File: config.mk
export PLATFORM = sky130hd
export DESIGN_NAME = integer_to_ascii_padded_core
export DESIGN_NICKNAME = d
export VERILOG_FILES = /design/src/design/ita_pkg.sv /design/src/design/integer_to_ascii_padded_core.sv /design/src/design/ita_cell.sv
export SDC_FILE = /design/constraint.sdc
export NUM_CORES = 1
export LEC_CHECK = 0
export BUFFER_PORTS_ARGS = -buffer_cell sky130_fd_sc_hd__clkbuf_2
export CAP_MARGIN = 0
export CORE_MARGIN = 2
export CORE_UTILIZATION = 66
export CTS_CLUSTER_SIZE = 8
export DETAILED_ROUTE_END_ITERATION = 10
export MAX_ROUTING_LAYER = met4
export PLACE_DENSITY = 0.87
export SYNTH_ARGS = -nofsm -noshare
export SYNTH_HDL_FRONTEND = slang
export SYNTH_HIERARCHICAL = 1
export SYNTH_SLANG_ARGS = --single-unit
File: constraint.sdc
create_clock -name clk -period 9.9 [get_ports clk]
set_input_delay 1.485 -clock clk [delete_from_list [all_inputs] [get_ports clk]]
set_output_delay 1.485 -clock clk [all_outputs]
set_load 0.005 [all_outputs]
File: src/design/ita_pkg.sv
// ----------------------------------------------------------------------------
// ita_pkg - shared types and constants of the integer-to-ASCII formatter
// Cell opcodes, field widths and the digit-to-ASCII mapping.
// ----------------------------------------------------------------------------
`default_nettype none
package ita_pkg;

	localparam int MAG_W       = 64;
	localparam int WIDTH_W     = 7;
	localparam int MAX_WIDTH   = 64;
	localparam int DIGIT_CELLS = 20;
	localparam int HEX_DIGITS  = 16;
	localparam int ND_W        = $clog2(DIGIT_CELLS + 1);
	localparam int CNT_W       = $clog2(MAG_W);

	localparam logic [7:0] CH_SPACE = 8'h20;
	localparam logic [7:0] CH_MINUS = 8'h2D;
	localparam logic [7:0] CH_ZERO  = 8'h30;

	typedef enum logic [1:0] {
		CELL_HOLD   = 2'd0,
		CELL_LOAD   = 2'd1,
		CELL_DABBLE = 2'd2,
		CELL_SHIFT  = 2'd3
	} cell_op_t;

	// Map one digit value to its ASCII code.
	function automatic logic [7:0] digit_ascii(input logic [3:0] d, input logic upper);
		logic [7:0] r;
		if (d < 4'd10) begin
			r = CH_ZERO + {4'd0, d};
		end else if (upper) begin
			r = 8'h41 + {4'd0, d - 4'd10};
		end else begin
			r = 8'h61 + {4'd0, d - 4'd10};
		end
		return r;
	endfunction

endpackage
`default_nettype wire

File: src/design/integer_to_ascii_padded_core.sv
// ----------------------------------------------------------------------------
// integer_to_ascii_padded_core - padded decimal / hex integer formatter
// Turns a 64-bit magnitude into a stream of ASCII characters with an
// optional minus sign and space or zero padding to a minimum width.
// ----------------------------------------------------------------------------
//
//  channel | dir | tdata                                    | tuser / tlast
//  --------+-----+------------------------------------------+------------------------
//  s_*     | in  | magnitude, negative, min_width, zero_fill | base_is_hex, uppercase
//  m_*     | out | character                                | tlast = last
//
// One number is taken at a time. Decimal runs bit-serial double
// dabble through a row of 20 BCD cells, hex loads the cells directly; then
// leading zero digits are stripped to settle on the top one, the pad count
// is worked out, and one character goes out per cycle while m_tready does
// not stall (up to 64 characters).
// Reset clears the sequencer and the output valid; the cells need none.
// A stalled m_tready holds the current character and freezes the emit sequence.
// s_tready rises again once the last character sits in the output register.
`default_nettype none
module integer_to_ascii_padded_core
	import ita_pkg::*;
(
	input  wire logic        clk,
	input  wire logic        arst_n,
	input  wire logic        s_tvalid,
	output logic             s_tready,
	// [63:0] magnitude, [64] negative, [71:65] min_width, [72] zero_fill
	input  wire logic [79:0] s_tdata,
	// [0] base_is_hex, [1] uppercase
	input  wire logic [1:0]  s_tuser,
	output logic             m_tvalid,
	input  wire logic        m_tready,
	// [7:0] character
	output logic [7:0]       m_tdata,
	output logic             m_tlast
);

	localparam logic [2:0] ST_IDLE = 3'd0;
	localparam logic [2:0] ST_CONV = 3'd1;
	localparam logic [2:0] ST_NORM = 3'd2;
	localparam logic [2:0] ST_PAD  = 3'd3;
	localparam logic [2:0] ST_EMIT = 3'd4;

	logic [2:0]         state_q;
	logic [MAG_W-1:0]   mag_q;
	logic [CNT_W-1:0]   cnt_q;
	logic [ND_W-1:0]    nd_q;
	logic [WIDTH_W-1:0] width_q;
	logic [WIDTH_W-1:0] pad_q;
	logic               neg_q;
	logic               zpad_q;
	logic               upper_q;
	logic               m_valid_q;
	logic [7:0]         m_char_q;
	logic               m_last_q;

	logic               take;
	logic               adv;
	cell_op_t           op;
	logic [3:0]         digit [DIGIT_CELLS];
	logic               carry [DIGIT_CELLS];
	logic [3:0]         top_digit;
	logic [WIDTH_W-1:0] used;
	logic [WIDTH_W-1:0] width_in;
	logic               emit_digit;

	assign s_tready  = (state_q == ST_IDLE);
	assign take      = s_tvalid && s_tready;
	assign adv       = !m_valid_q || m_tready;
	assign top_digit = digit[DIGIT_CELLS-1];
	assign used      = WIDTH_W'(nd_q) + WIDTH_W'(neg_q);
	assign width_in  = (s_tdata[71:65] > WIDTH_W'(MAX_WIDTH)) ? WIDTH_W'(MAX_WIDTH)
	                                                          : s_tdata[71:65];
	// digits go out once padding and sign are done
	assign emit_digit = !((pad_q != '0) || neg_q);

	// Pick what the cell row does this cycle.
	always_comb begin
		op = CELL_HOLD;
		unique case (state_q)
			ST_IDLE: if (take) op = CELL_LOAD;
			ST_CONV: op = CELL_DABBLE;
			ST_NORM: if (top_digit == 4'd0 && nd_q != ND_W'(1)) op = CELL_SHIFT;
			ST_EMIT: if (adv && emit_digit) op = CELL_SHIFT;
			default: op = CELL_HOLD;
		endcase
	end

	// Cell row: cell 0 is the least significant digit, the top cell the most.
	// Hex loads nibbles aligned to the top; decimal clears and dabbles.
	for (genvar i = 0; i < DIGIT_CELLS; i++) begin : g_cell
		logic [3:0] ld;
		logic       bin;
		logic [3:0] din;
		if (i >= DIGIT_CELLS - HEX_DIGITS) begin : g_hex
			assign ld = s_tuser[0] ? s_tdata[(i-(DIGIT_CELLS-HEX_DIGITS))*4 +: 4] : 4'd0;
		end else begin : g_dec
			assign ld = 4'd0;
		end
		if (i == 0) begin : g_first
			assign bin = mag_q[MAG_W-1];
			assign din = 4'd0;
		end else begin : g_next
			assign bin = carry[i-1];
			assign din = digit[i-1];
		end
		ita_cell u_cell (
			.clk       (clk),
			.op        (op),
			.load_digit(ld),
			.bit_in    (bin),
			.digit_in  (din),
			.carry_out (carry[i]),
			.digit     (digit[i])
		);
	end

	// Sequencer: convert, strip leading zeros, size the pad, emit.
	always_ff @(posedge clk or negedge arst_n) begin
		if (!arst_n) begin
			state_q   <= ST_IDLE;
			m_valid_q <= 1'b0;
		end else begin
			// raise valid with each new character, drop it once the sink takes it
			if (state_q == ST_EMIT && adv) begin
				m_valid_q <= 1'b1;
			end else if (m_tready) begin
				m_valid_q <= 1'b0;
			end
			unique case (state_q)
				ST_IDLE: begin
					if (take) state_q <= s_tuser[0] ? ST_NORM : ST_CONV;
				end
				ST_CONV: begin
					if (cnt_q == CNT_W'(MAG_W - 1)) state_q <= ST_NORM;
				end
				ST_NORM: begin
					if (top_digit != 4'd0 || nd_q == ND_W'(1)) state_q <= ST_PAD;
				end
				ST_PAD: begin
					state_q <= ST_EMIT;
				end
				ST_EMIT: begin
					if (adv && emit_digit && nd_q == ND_W'(1)) state_q <= ST_IDLE;
				end
				default: state_q <= ST_IDLE;
			endcase
		end
	end

	// Working registers: no reset, qualified by the sequencer state.
	always_ff @(posedge clk) begin
		unique case (state_q)
			ST_IDLE: begin
				if (take) begin
					mag_q   <= s_tdata[63:0];
					neg_q   <= s_tdata[64];
					width_q <= width_in;
					zpad_q  <= s_tdata[72];
					upper_q <= s_tuser[1];
					cnt_q   <= '0;
					nd_q    <= s_tuser[0] ? ND_W'(HEX_DIGITS) : ND_W'(DIGIT_CELLS);
				end
			end
			ST_CONV: begin
				mag_q <= {mag_q[MAG_W-2:0], 1'b0};
				cnt_q <= cnt_q + CNT_W'(1);
			end
			ST_NORM: begin
				if (top_digit == 4'd0 && nd_q != ND_W'(1)) nd_q <= nd_q - ND_W'(1);
			end
			ST_PAD: begin
				pad_q <= (width_q > used) ? width_q - used : '0;
			end
			ST_EMIT: begin
				if (adv) begin
					priority if (!zpad_q && pad_q != '0) begin
						m_char_q <= CH_SPACE;
						m_last_q <= 1'b0;
						pad_q    <= pad_q - WIDTH_W'(1);
					end else if (neg_q) begin
						m_char_q <= CH_MINUS;
						m_last_q <= 1'b0;
						neg_q    <= 1'b0;
					end else if (pad_q != '0) begin
						m_char_q <= CH_ZERO;
						m_last_q <= 1'b0;
						pad_q    <= pad_q - WIDTH_W'(1);
					end else begin
						m_char_q <= digit_ascii(top_digit, upper_q);
						m_last_q <= (nd_q == ND_W'(1));
						nd_q     <= nd_q - ND_W'(1);
					end
				end
			end
			default: ;
		endcase
	end

	assign m_tvalid = m_valid_q;
	assign m_tdata  = m_char_q;
	assign m_tlast  = m_last_q;

endmodule
`default_nettype wire

File: src/design/ita_cell.sv
// ----------------------------------------------------------------------------
// ita_cell - one digit cell of the conversion row
// Holds one digit; dabbles a bit in from below or takes the lower digit.
// ----------------------------------------------------------------------------
`default_nettype none
module ita_cell
	import ita_pkg::*;
(
	input  wire logic     clk,
	input  wire cell_op_t op,
	input  wire logic [3:0] load_digit,
	input  wire logic     bit_in,
	input  wire logic [3:0] digit_in,
	output logic          carry_out,
	output logic [3:0]    digit
);

	logic [3:0] digit_q;
	logic [3:0] adj;

	// add 3 to a digit of five or more before the shift
	assign adj       = (digit_q >= 4'd5) ? digit_q + 4'd3 : digit_q;
	assign carry_out = adj[3];
	assign digit     = digit_q;

	always_ff @(posedge clk) begin
		unique case (op)
			CELL_LOAD:   digit_q <= load_digit;
			CELL_DABBLE: digit_q <= {adj[2:0], bit_in};
			CELL_SHIFT:  digit_q <= digit_in;
			default:     digit_q <= digit_q;
		endcase
	end

endmodule
`default_nettype wire

* After elaboration in Yosys (flattened, before gate mapping)
Cells that the tools add are included.
** Storage, ports and cells
- Register bits after elaboration :: 185
- Bits of input ports :: 86
- Output and inout bits :: 11
- Logic and storage cells :: 234
** Operators by class
- Add/subtract/negate cells :: 29
- Magnitude comparators :: 23
- Equality and inequality tests :: 21
- Mux-type cells :: 94
- Reductions and logical operators :: 33
** Operator list (count)
- $pmux 4 s3 :: 19
- $mux 4 :: 36
- $pmux 64 s2 :: 1
- $ge 4x3->1 const B :: 20
- $add 4x2->4 const B :: 19
- $mux 64 :: 1
- $mux 5 :: 7
- $mux 7 :: 5
- $mux 3 :: 6
- $add 7x4->8 const A :: 2
- $mux 8 :: 2
- $pmux 3 s5 :: 1
- $pmux 5 s3 :: 1
- $ne 2x2->1 const B :: 7
- $pmux 7 s2 :: 1
- $pmux 6 s2 :: 1
- $reduce_and 4->1 :: 3
- $reduce_bool 2->1 :: 5
- $pmux 2 s4 :: 1
- $pmux 4 s2 :: 1
- $add 6x4->7 const A :: 1
- $gt 7x6->1 :: 1
- $gt 7x7->1 const B :: 1
- $reduce_and 7->1 :: 1
- 34 further kinds :: 57

* Longest topological paths before layout
Gate-level depths: netlist of the first run.
- Word-level depth :: 9
- Depth in mapped cells :: 11
- Depth with buffers taken out :: 10

* Hierarchy
The synthesis of the first run kept the hierarchy.
** Modules (own cells, without submodules)
- ita_cell :: instances 20, cells an instance 36, area each 324.1 µm², sequential area each 120.1 µm²
- integer_to_ascii_padded_core :: instances 1, cells an instance 580, area each 5604.1 µm², sequential area each 3103.0 µm²

* Worst setup path after synthesis of the first run
Ideal clock, no wire load.
- Path type :: input to register
- From :: in m_tready
- To :: reg g_cell[0].u_cell.digit_q[1], data pin
- Library setup time :: 0.259 ns
- Arrival time :: 5.018 ns
- Required time :: 9.641 ns
- Slack :: 4.624 ns
- Cell stages on the path :: 7
- Buffers on the path :: 0
- Cells stage by stage :: nand2b_1 > nand3_1 > o32a_1 > nand2_1 > nand2b_2 > nor2_1 > a211o_1
** Between the ends
- Cells in the longest elaborated chain, start to end :: 7
- Elaborated cells on any way between the ends :: 9
- Classes of those cells :: eq/ne: 3; mux: 3; reduce/logical: 3
** Ends and longest elaborated chain
- start: declaration :: line integer_to_ascii_padded_core.sv:33 : input wire logic m_tready,
- $logic_or 1x1->1 * :: line integer_to_ascii_padded_core.sv:70 : assign adv = !m_valid_q || m_tready;
- $logic_and 1x1->1 * :: line integer_to_ascii_padded_core.sv:85 : ST_EMIT: if (adv && emit_digit) op = CELL_SHIFT;
- $mux 2 * :: line integer_to_ascii_padded_core.sv:85
- $pmux 2 s4 * :: line integer_to_ascii_padded_core.sv:81 : unique case (state_q)
- net op[0] :: line integer_to_ascii_padded_core.sv:60 : cell_op_t op;
- $eq 2x1->1 / $eq 2x2->1 (equally long branches) :: line ita_cell.sv:27 : unique case (op)
- $reduce_or 2->1 (no line)
- $pmux 4 s2 * :: line ita_cell.sv:27
- end signal: assignment :: line ita_cell.sv:28 : CELL_LOAD: digit_q <= load_digit;
- end signal: assignment :: line ita_cell.sv:29 : CELL_DABBLE: digit_q <= {adj[2:0], bit_in};
- end signal: assignment :: line ita_cell.sv:30 : CELL_SHIFT: digit_q <= digit_in;
- end: declaration :: line ita_cell.sv:18 : logic [3:0] digit_q;
Mark *: on every way through the listed nets, which the timed path passes. The rest lies on a longest branch.
A chain may end at the register's enable or synchronous reset.

* Worst setup path after layout of the first run
- From :: in m_tready
- To :: reg g_cell[11].u_cell.digit_q[1], data pin
** Between the ends
- Cells in the longest elaborated chain, start to end :: 6
- Elaborated cells on any way between the ends :: 8
- Classes of those cells :: eq/ne: 3; mux: 3; reduce/logical: 2
** Ends and longest elaborated chain (line)
- $logic_or 1x1->1 * :: integer_to_ascii_padded_core.sv:70
- $logic_and 1x1->1 * :: integer_to_ascii_padded_core.sv:85
- $mux 2 * :: integer_to_ascii_padded_core.sv:85
- $pmux 2 s4 * :: integer_to_ascii_padded_core.sv:81
- net op[1] :: integer_to_ascii_padded_core.sv:60
- $eq 2x2->1 / $eq 2x1->1 (equally long branches) :: ita_cell.sv:27
- $pmux 4 s3 * :: ita_cell.sv:27
- end signal: assignment :: ita_cell.sv:28
- end signal: assignment :: ita_cell.sv:29
- end signal: assignment :: ita_cell.sv:30
- end: declaration :: ita_cell.sv:18
Marked as above.

==> run metrics, run 1 <==
Synth Warn #=6; commonest non-fill, non-tap cell in the layout=nand2_1; max-slew violations=0; final WL=23700 microns; CORE AREA=0.0180 sq mm; Setup crit end kind=flop; Worst VDD drop=around 220 uV; max_cap viols=0; vias=between 9000 and 10000; Syn Inst Count=roughly 1300; most frequent cells in the layout=286 x nand2_1, 180 x edfxtp_1, 88 x clkbuf_2, 77 x inv_1, 68 x o21ai_0; area of the die=a little under 0.02 sq mm; root buf cell=clkbuf_16; setup TNS=0 ns; # fillers=around 1300; required time of the critical path=roughly 10 ns; Worst Clk Skew=0.0115 ns; mapped cell area=~0.012 sq mm; outcome=complete, no violations; RSZ-0062 raised after global routing=no; Slew @ Worst Pin=1.06 ns; FMAX=~230 MHz; I/O Pins=97; Top delay family on crit path=compound AO/OA/AOI/OAI gates; deepest level of the CTS H-tree=4; Synth Area per Inst=around 9.3 sq um; hold crit path type=flop to flop; Die Wd=139 microns; Overflow after GRT=0; number of buffers created by CTS=17; Post-DRT Antenna Nets=0; Final Wtd Congestion=roughly 0.84; Vias/cell=5.68; # resized after CTS=0; Setup Crit Path Kind=input port to flop; CTS sink cnt=roughly 180; initial antenna violation count=0; Row Count=just under 50; Power Dens Cells=~360 mW/mm^2; number of antenna diodes=0; Setup Viol. Count Final=0; Worst EP arrival=~4.5 ns; CP max stage delay=0.86 ns; fin crit period=approximately 4.3 ns; worst-path maximum fanout=99; Hold Buf Count CTS=0; CTS tree=yes; PortBufs=88; die height=approximately 140 microns; crit path max-delay cell type=buf_4; TritonRoute pass-1 iters=7; Net count, final=around 1500; GRT Util Overall=25.6%; Starting Density=67.2%; fraction of layout cells with a size suffix above 1=16.4%; Max Root-Sink Buffers=2; Final Hold Vio Count=0; DRT iter0 DRCs=646; # Post-CTS Setup Buffers=0; Total Power=4.72 mW; HPWL Detailed=16000 microns; CTS clk-pin slew, worst paths=around 0.07 ns; CP cell instances=clkbuf_2 -> nand2b_1 -> nand3_1 -> o32a_1 -> nand2_4 -> buf_4 -> o21ai_0 -> a211o_1; Lkg Pwr=roughly 5.5 nW; vias in the first global route=between 8000 and 9000; critical path launch point type=input port; Worst-Skew Late Latency=around 0.43 ns; Crit path buffers/inverters=2; first-pass GRT wire length=between 40000 and 50000 microns; final worst path period share=between 40% and 50%; WL/cell=approximately 15 microns; Remaining DRCs=0; largest net degree at the start of global routing=100; max_slew headroom=29.0%; Area Overhead vs Synth=9.45%
-- through the flow --
stage          area, sq um  util [%]  setup WS, ns  std cells  hold slack [ns]
5_1_grt              13200      73.5          5.35       1620            0.533
2_1_floorplan        12100         -          4.62       1316            0.484
4_1_cts              13200      73.5          5.65       1620            0.512
3_3_place_gp         12700      70.4          5.27       1588            0.486
6_report             13200      73.5          5.60       1620            0.511
3_5_place_dp         12700      70.4          5.19       1588            0.494
-- per-layer routing --
layer  vias up  global-route usage, %  routed length [microns]  share of wire, %
met5         -                      -                        0                 0
li1       4613                      -                        -                 -
met4         0                   6.54                      248               1.0
met3        29                   4.66                     1130               4.8
met1      4334                   32.2                    10500                44
met2       224                   43.3                    11800                50
-- path summary, 6_finish.rpt --
path                            cells after the start       from  slack [ns]                          to
worst max register to register                      7   pad_q[2]        5.68  g_cell[11].u_cell/digit[1]
worst max-delay path                                8   m_tready        5.60  g_cell[11].u_cell/digit[1]
min in group asynchronous                           1     arst_n        0.85                  state_q[2]
max in group asynchronous                           1     arst_n        8.91                  state_q[0]
worst min-delay path                                2  mag_q[46]        0.51                   mag_q[47]
worst min register to register                      2  mag_q[46]        0.51                   mag_q[47]
-- sequential cells by signal, summed over array words and instances (netlist names) --
register	cells
g_cell.u_cell/digit	80
mag_q	64
m_tdata	7
pad_q	7
width_q	7
cnt_q	6
nd_q	5
state_q	3
m_tlast	1
m_tvalid	1
neg_q	1
upper_q	1
zpad_q	1
-- power breakdown --
part | switching (mW) | total (mW) | internal [mW] | leakage, nW
Combinational | 1.36 | 2.25 | 0.888 | 3.43
Sequential | 0.316 | 1.82 | 1.50 | 1.78
Clock | 0.295 | 0.646 | 0.351 | 0.263
-- cell type report --
type / instances / area [sq um] / share of cell area (%)
multi-input cells: 1006 / 6100 / 46.2
flip-flops and latches: 184 / 5510 / 41.7
clock buffers: 24 / 492 / 3.72
repair buffers: 92 / 470 / 3.56
inverters: 77 / 289 / 2.19
well taps: 229 / 287 / 2.17
clock inverters: 8 / 62.6 / 0.474
-- worst register-to-register path, stage by stage (launching register included) --
cell and delay [ns]:
edfxtp_1 0.47, or4_4 0.58, or2_1 0.34, o32a_1 0.43, nand2_4 0.67, buf_4 0.87
o21ai_0 0.28, a211o_1 0.33
No activity file was read; power rests on OpenSTA's default activity.
==> run 2, diff against run 1 <==
CORE_UTILIZATION = 55   (was 66)
PLACE_DENSITY = 0.77   (was 0.87)
clock period = 3.6 ns   (was 9.9 ns; I/O delays follow)
==> run 2 against run 1 <==
Against the previous run: sequential power grew to 2.7 times the previous value; via count down 0.87%; total power rose to 2.8 times the previous value; sequential share of layout area is 0.89 points lower.
==> run metrics, run 2 (synthesized netlist as in run 1, its figures left out) <==
Net count, final=1534 (was 1522); final WL=23900 microns (was 23700 microns); required time of the critical path=3.79 ns (was 10.08 ns); Setup Crit Path Kind=flop to flop (was input port to flop); cell count along the critical path=8 (unchanged); Vias/cell=5.42 (was 5.68); Die Wd=152 microns (was 139 microns); DRT iter0 DRCs=535 (was 646); Slew @ Worst Pin=1.11 ns (was 1.06 ns); Area Overhead vs Synth=11.8% (was 9.45%); FF-to-FF path depth=8 (was 7); I/O Pins=97 (unchanged); max_cap viols=0 (unchanged); Power Dens Cells=986 mW/mm^2 (was 357 mW/mm^2); fin worst setup slack=0.420 ns (was 5.60 ns); vias in the first global route=8605 (was 8938); CP cell instances=or4_4 -> or2_1 -> o32a_1 -> nand2_4 -> buf_4 -> nand2b_2 -> nor2_1 -> a211o_1 (was clkbuf_2 -> nand2b_1 -> nand3_1 -> o32a_1 -> nand2_4 -> buf_4 -> o21ai_0 -> a211o_1); number of buffers created by CTS=17 (unchanged); fraction of layout cells with a size suffix above 1=17.2% (was 16.4%); Worst-Skew Late Latency=0.43 ns (about the same); # fillers=1760 (was 1261); worst-path maximum fanout=26 (was 99); FMAX=about 310 MHz; TritonRoute pass-1 iters=5 (was 7); hold crit path type=input port to flop (was flop to flop); first-pass GRT wire length=39800 microns (was 40100 microns); max FFs per register=80 (unchanged); Max Root-Sink Buffers=2 (unchanged); crit path max-delay cell type=or4_4 (was buf_4); deepest level of the CTS H-tree=4 (unchanged); Final Hold Vio Count=0 (unchanged); max_slew headroom=23.8% (was 29.0%); Overflow after GRT=0 (unchanged); Row Count=54 (was 49); Place WS=0.451 ns (was 5.19 ns); most frequent cells in the layout=286 x nand2_1, 180 x edfxtp_1, 88 x clkbuf_2, 77 x inv_1, 68 x o21ai_0 (unchanged); critical path launch point type=flop (was input port); die height=152 microns (was 139 microns); Crit path buffers/inverters=1 (was 2); Top delay family on crit path=simple AND/OR/NAND/NOR gates (was compound AO/OA/AOI/OAI gates); Total Power=13.3 mW (was 4.72 mW); Starting Density=55.6% (was 67.2%); Lkg Pwr=5.59 nW (was 5.47 nW); outcome=complete, no violations (unchanged); max-slew violations=0 (unchanged); final worst path period share=88.3%; HPWL Detailed=16300 microns (was 16000 microns); CORE AREA=0.0217 sq mm (was 0.0180 sq mm); area of the die=0.0231 sq mm (was 0.0194 sq mm); root buf cell=clkbuf_16 (unchanged); GRT Util Overall=21.2% (was 25.6%); vias=9120 (was 9200); CTS sink cnt=184 (unchanged); Final Wtd Congestion=0.885 (was 0.842); PortBufs=88 (unchanged); # resized after CTS=0 (unchanged); Setup Viol. Count Final=0 (unchanged); Setup crit end kind=flop (unchanged); initial antenna violation count=1 (was 0); fin crit period=~3.2 ns; Worst VDD drop=662 uV (was 222 uV); RSZ-0062 raised after global routing=no (unchanged); Hold Path Stages=1 (was 2); CP max stage delay=0.57 ns (was 0.86 ns); largest net degree at the start of global routing=95 (was 100); commonest non-fill, non-tap cell in the layout=nand2_1 (unchanged); WL/cell=14.2 microns (was 14.6 microns); smallest hold slack=0.290 ns (was 0.511 ns); CTS clk-pin slew, worst paths=0.07 ns (about the same); Post-DRT Antenna Nets=0 (unchanged); # Post-CTS Setup Buffers=0 (unchanged); setup TNS=0 ns (unchanged); CTS tree=yes (unchanged); Remaining DRCs=0 (unchanged); Worst EP arrival=3.37 ns (was 4.48 ns); Worst Clk Skew=0.0111 ns (was 0.0115 ns)
run 2: changes by cell type in the layout (fill, tap and decap cells not counted), sizes merged:
cell,delta
buf,+11
clkbuf,-4
bufinv,+3
inv,+2
clkinvlp,-1
diode,+1
dlygate4sd3,+1
run 2: final timing paths:
kind / from / slack (ns) / to
worst min-delay path: s_tuser[1] / 0.29 / upper_q
worst max register to register: pad_q[2] / 0.42 / g_cell[19].u_cell/digit[1]
max in group asynchronous: arst_n / 3.02 / state_q[2]
worst min register to register: mag_q[13] / 0.50 / mag_q[14]
worst max-delay path: pad_q[2] / 0.42 / g_cell[19].u_cell/digit[1]
min in group asynchronous: arst_n / 0.44 / m_tvalid
run 2: power breakdown:
group	leakage, nW	internal [mW]	switching (mW)	total (mW)
Combinational	3.51	2.56	3.75	6.31
Sequential	1.78	4.14	0.863	5.00
Clock	0.300	1.14	0.850	1.99
run 2: repair_timing:
item | 4_1_cts | 5_1_grt
hold endpoints to repair | 4 | 0
hold buffers | 1 | 0
setup endpoints to repair | 0 | 0
run 2: stage by stage:
step | std cells | area, sq um | utilization, %
3_5_place_dp | 1650 | 12900 | 59.3
2_1_floorplan | 1316 | 12100 | -
5_1_grt | 1684 | 13500 | 62.2
6_report | 1684 | 13500 | 62.2
3_3_place_gp | 1650 | 12900 | 59.3
4_1_cts | 1683 | 13500 | 62.2
run 2: final cells by class:
class | count | area, sq um | area share [%]
repair buffers | 104 | 626 | 4.64
flip-flops and latches | 184 | 5510 | 40.8
well taps | 280 | 350 | 2.60
multi-input cells | 1006 | 6100 | 45.2
clock buffers | 20 | 457 | 3.38
diodes | 1 | 2.50 | 0.0185
clock inverters | 12 | 165 | 1.22
inverters | 77 | 289 | 2.14
run 2: per-layer routing:
layer	routed length (microns)	vias up	global-route usage (%)
met1	11000	4243	27.7
li1	-	4651	-
met5	0	-	-
met3	1160	21	3.59
met4	240	0	4.81
met2	11500	205	35.0
==> run 3, diff against run 2 <==
ABC_AREA = 1   (was default)
CORE_UTILIZATION = 56   (was 55)
PLACE_DENSITY = 0.8   (was 0.77)
==> run 3 against run 2 <==
Against the previous run: sequential share of layout area decreased by 1.3 points; total power decreased by 0.42%; clock power decreased by 6%; area after synthesis increased by 3.5%; worst setup slack improved by 0.31 ns; synthesized cell count increased by 25%; largest power group unchanged.
==> run metrics, run 3 <==
Synth Warn #=6 (unchanged); first-pass GRT wire length=44500 microns (was 39800 microns); Final Non-Filler Cells=2021 (was 1684); Die Wd=153 microns (was 152 microns); CTS sink cnt=184 (unchanged); most frequent cells in the layout=616 x nand2_1, 242 x nand3_1, 236 x inv_1, 180 x edfxtp_1, 88 x clkbuf_2 (was 286 x nand2_1, 180 x edfxtp_1, 88 x clkbuf_2, 77 x inv_1, 68 x o21ai_0); Row Count=54 (unchanged); worst-path maximum fanout=18 (was 26); Hold Path Stages=1 (unchanged); part of the power in registers=36.1% (was 37.6%); TritonRoute pass-1 iters=5 (unchanged); Final Wtd Congestion=0.865 (was 0.885); Worst Clk Skew=0.0113 ns (was 0.0111 ns); Comb power frac=49.7% (was 47.4%); Overflow after GRT=0 (unchanged); Net count, final=1872 (was 1534); critical path launch point type=flop (unchanged); initial antenna violation count=1 (unchanged); number of buffers created by CTS=17 (unchanged); Final Hold Vio Count=0 (unchanged); largest net degree at the start of global routing=121 (was 95); # resized after CTS=0 (unchanged); fraction of layout cells with a size suffix above 1=13.1% (was 17.2%); P_int=7.34 mW (was 7.84 mW); fin crit period=2.87 ns (was 3.18 ns); FMAX=348 MHz (was 314 MHz); Synth Area per Inst=7.73 sq um (was 9.31 sq um); Placed Area=0.0134 sq mm (was 0.0129 sq mm); CTS clk-pin slew, worst paths=0.07 ns (about the same); Setup Viol. Count Final=0 (unchanged); WL/cell=12.8 microns (was 14.2 microns); DRT iter0 DRCs=748 (was 535); Worst VDD drop=614 uV (was 662 uV); Worst-Skew Late Latency=0.43 ns (about the same); commonest non-fill, non-tap cell in the layout=nand2_1 (unchanged); max FFs per register=80 (unchanged); smallest hold slack=0.280 ns (was 0.290 ns); vias=10600 (was 9120); Lkg Pwr=6.99 nW (was 5.59 nW); sw frac=44.6% (was 41.1%); Remaining DRCs=0 (unchanged); HPWL Detailed=18300 microns (was 16300 microns); Max Root-Sink Buffers=2 (unchanged); Sw Pwr=5.91 mW (was 5.46 mW); max_slew headroom=23.4% (was 23.8%); CTS tree=yes (unchanged); Final Cell Area=0.0139 sq mm (was 0.0135 sq mm); R2R Path End=g_cell[0].u_cell/digit[3] (was g_cell[19].u_cell/digit[1]); FF-to-FF path depth=10 (was 8); CORE AREA=0.0218 sq mm (was 0.0217 sq mm); RSZ-0062 raised after global routing=no (unchanged); Place WS=0.722 ns (was 0.451 ns); Post-DRT Antenna Nets=0 (unchanged); Syn Inst Count=1615 (was 1296); die height=153 microns (was 152 microns); root buf cell=clkbuf_16 (unchanged); Setup crit end kind=flop (unchanged); Starting Density=57.2% (was 55.6%); max-slew violations=0 (unchanged); R2R setup slack=0.73 ns (was 0.42 ns); final worst path period share=79.7% (was 88.3%); max_cap viols=0 (unchanged); fin worst setup slack=0.730 ns (was 0.420 ns); mapped cell area=0.0125 sq mm (was 0.0121 sq mm); required time of the critical path=3.90 ns (was 3.79 ns); HP Start=s_tuser[1] (unchanged); I/O Pins=97 (unchanged); worst r2r src=pad_q[2] (unchanged); deepest level of the CTS H-tree=4 (unchanged); placed cells=1988 (was 1650); Vias/cell=5.24 (was 5.42); PortBufs=88 (unchanged); Power Dens Cells=950 mW/mm^2 (was 986 mW/mm^2); final WL=26000 microns (was 23900 microns); vias in the first global route=9987 (was 8605); Area Overhead vs Synth=11.7% (was 11.8%); Worst EP arrival=3.17 ns (was 3.37 ns); Setup Crit Path Kind=flop to flop (unchanged); area of the die=0.0235 sq mm (was 0.0231 sq mm); GRT Util Overall=23.1% (was 21.2%); Clk pwr share=14.1% (was 15.0%); Slew @ Worst Pin=1.15 ns (was 1.11 ns); outcome=complete, no violations (unchanged); Worst Hold End=upper_q (unchanged); hold crit path type=input port to flop (unchanged)
## run 3: how the worst max path moves through the flow
| stage | endpoint | cells after the start | start | slack [ns] |
|---|---|---|---|---|
| final | g_cell[0].u_cell/digit[3] | 10 | pad_q[2] | 0.73 |
| after global routing | g_cell[2].u_cell/digit[1] | 10 | pad_q[2] | 0.49 |
| after CTS | g_cell[0].u_cell/digit[3] | 10 | pad_q[2] | 0.71 |
| after detailed placement | g_cell[0].u_cell/digit[3] | 10 | pad_q[2] | 0.72 |
| after global placement | g_cell[0].u_cell/digit[3] | 10 | state_q[0] | 0.78 |
| after floorplan | g_cell[0].u_cell/digit[0] | 6 | pad_q[2] | -2.76 |
## run 3: through the flow
step | utilization [%] | TNS, ns | power (mW)
final | 63.9 | 0 | 13.3
after global routing | 63.9 | 0 | 14.4
after CTS | 63.9 | 0 | 13.3
after detailed placement | 61.2 | 0 | 11.3
after global placement | 61.2 | 0 | 11.0
after floorplan | - | -439.47 | 9.91
## run 3: area by class of cell
class | instances | area (sq um)
Antenna cell | 1 | 2.50
Sequential cell | 184 | 5510
Multi-Input combinational cell | 1166 | 5970
Timing Repair Buffer | 97 | 561
Clock buffer | 17 | 425
Fill cell | 1846 | 7870
Inverter | 262 | 986
Clock inverter | 14 | 148
Tap cell | 280 | 350
## run 3: critical path: stages, from the launching register on
cell and delay, ns:
edfxtp_1 0.44, nor2_2 0.20, nand2_1 0.11, nor2_4 0.17, nand2_2 0.14, o211ai_1 0.89, buf_4 0.38, inv_2 0.11
nor2_4 0.13, nand3_1 0.10, nand3_1 0.07
## run 3: metal layers
metal / up-vias / share of wire (%) / track usage [%]
li1: 5464 / - / -
met4: 0 / 1.1 / 5.56
met5: - / 0 / -
met1: 4866 / 45 / 28.3
met3: 20 / 4.9 / 4.00
met2: 240 / 49 / 39.9
## run 3: what timing repair did
| item | CTS | global route |
|---|---|---|
| endpoints found under the hold margin | 4 | 0 |
| buffers inserted | 0 | 0 |
| hold buffers | 1 | 0 |
## run 3: power by group through the flow
| stage | Sequential (mW) | Combinational [mW] | Clock [mW] |
|---|---|---|---|
| 2_1_floorplan | 4.63 | 5.28 | 0 |
| 3_3_place_gp | 4.79 | 6.23 | 0 |
| 3_5_place_dp | 4.82 | 6.53 | 0 |
| 4_1_cts | 4.79 | 6.58 | 1.91 |
| 5_1_grt | 4.92 | 7.50 | 2.00 |
| 6_report | 4.79 | 6.59 | 1.87 |
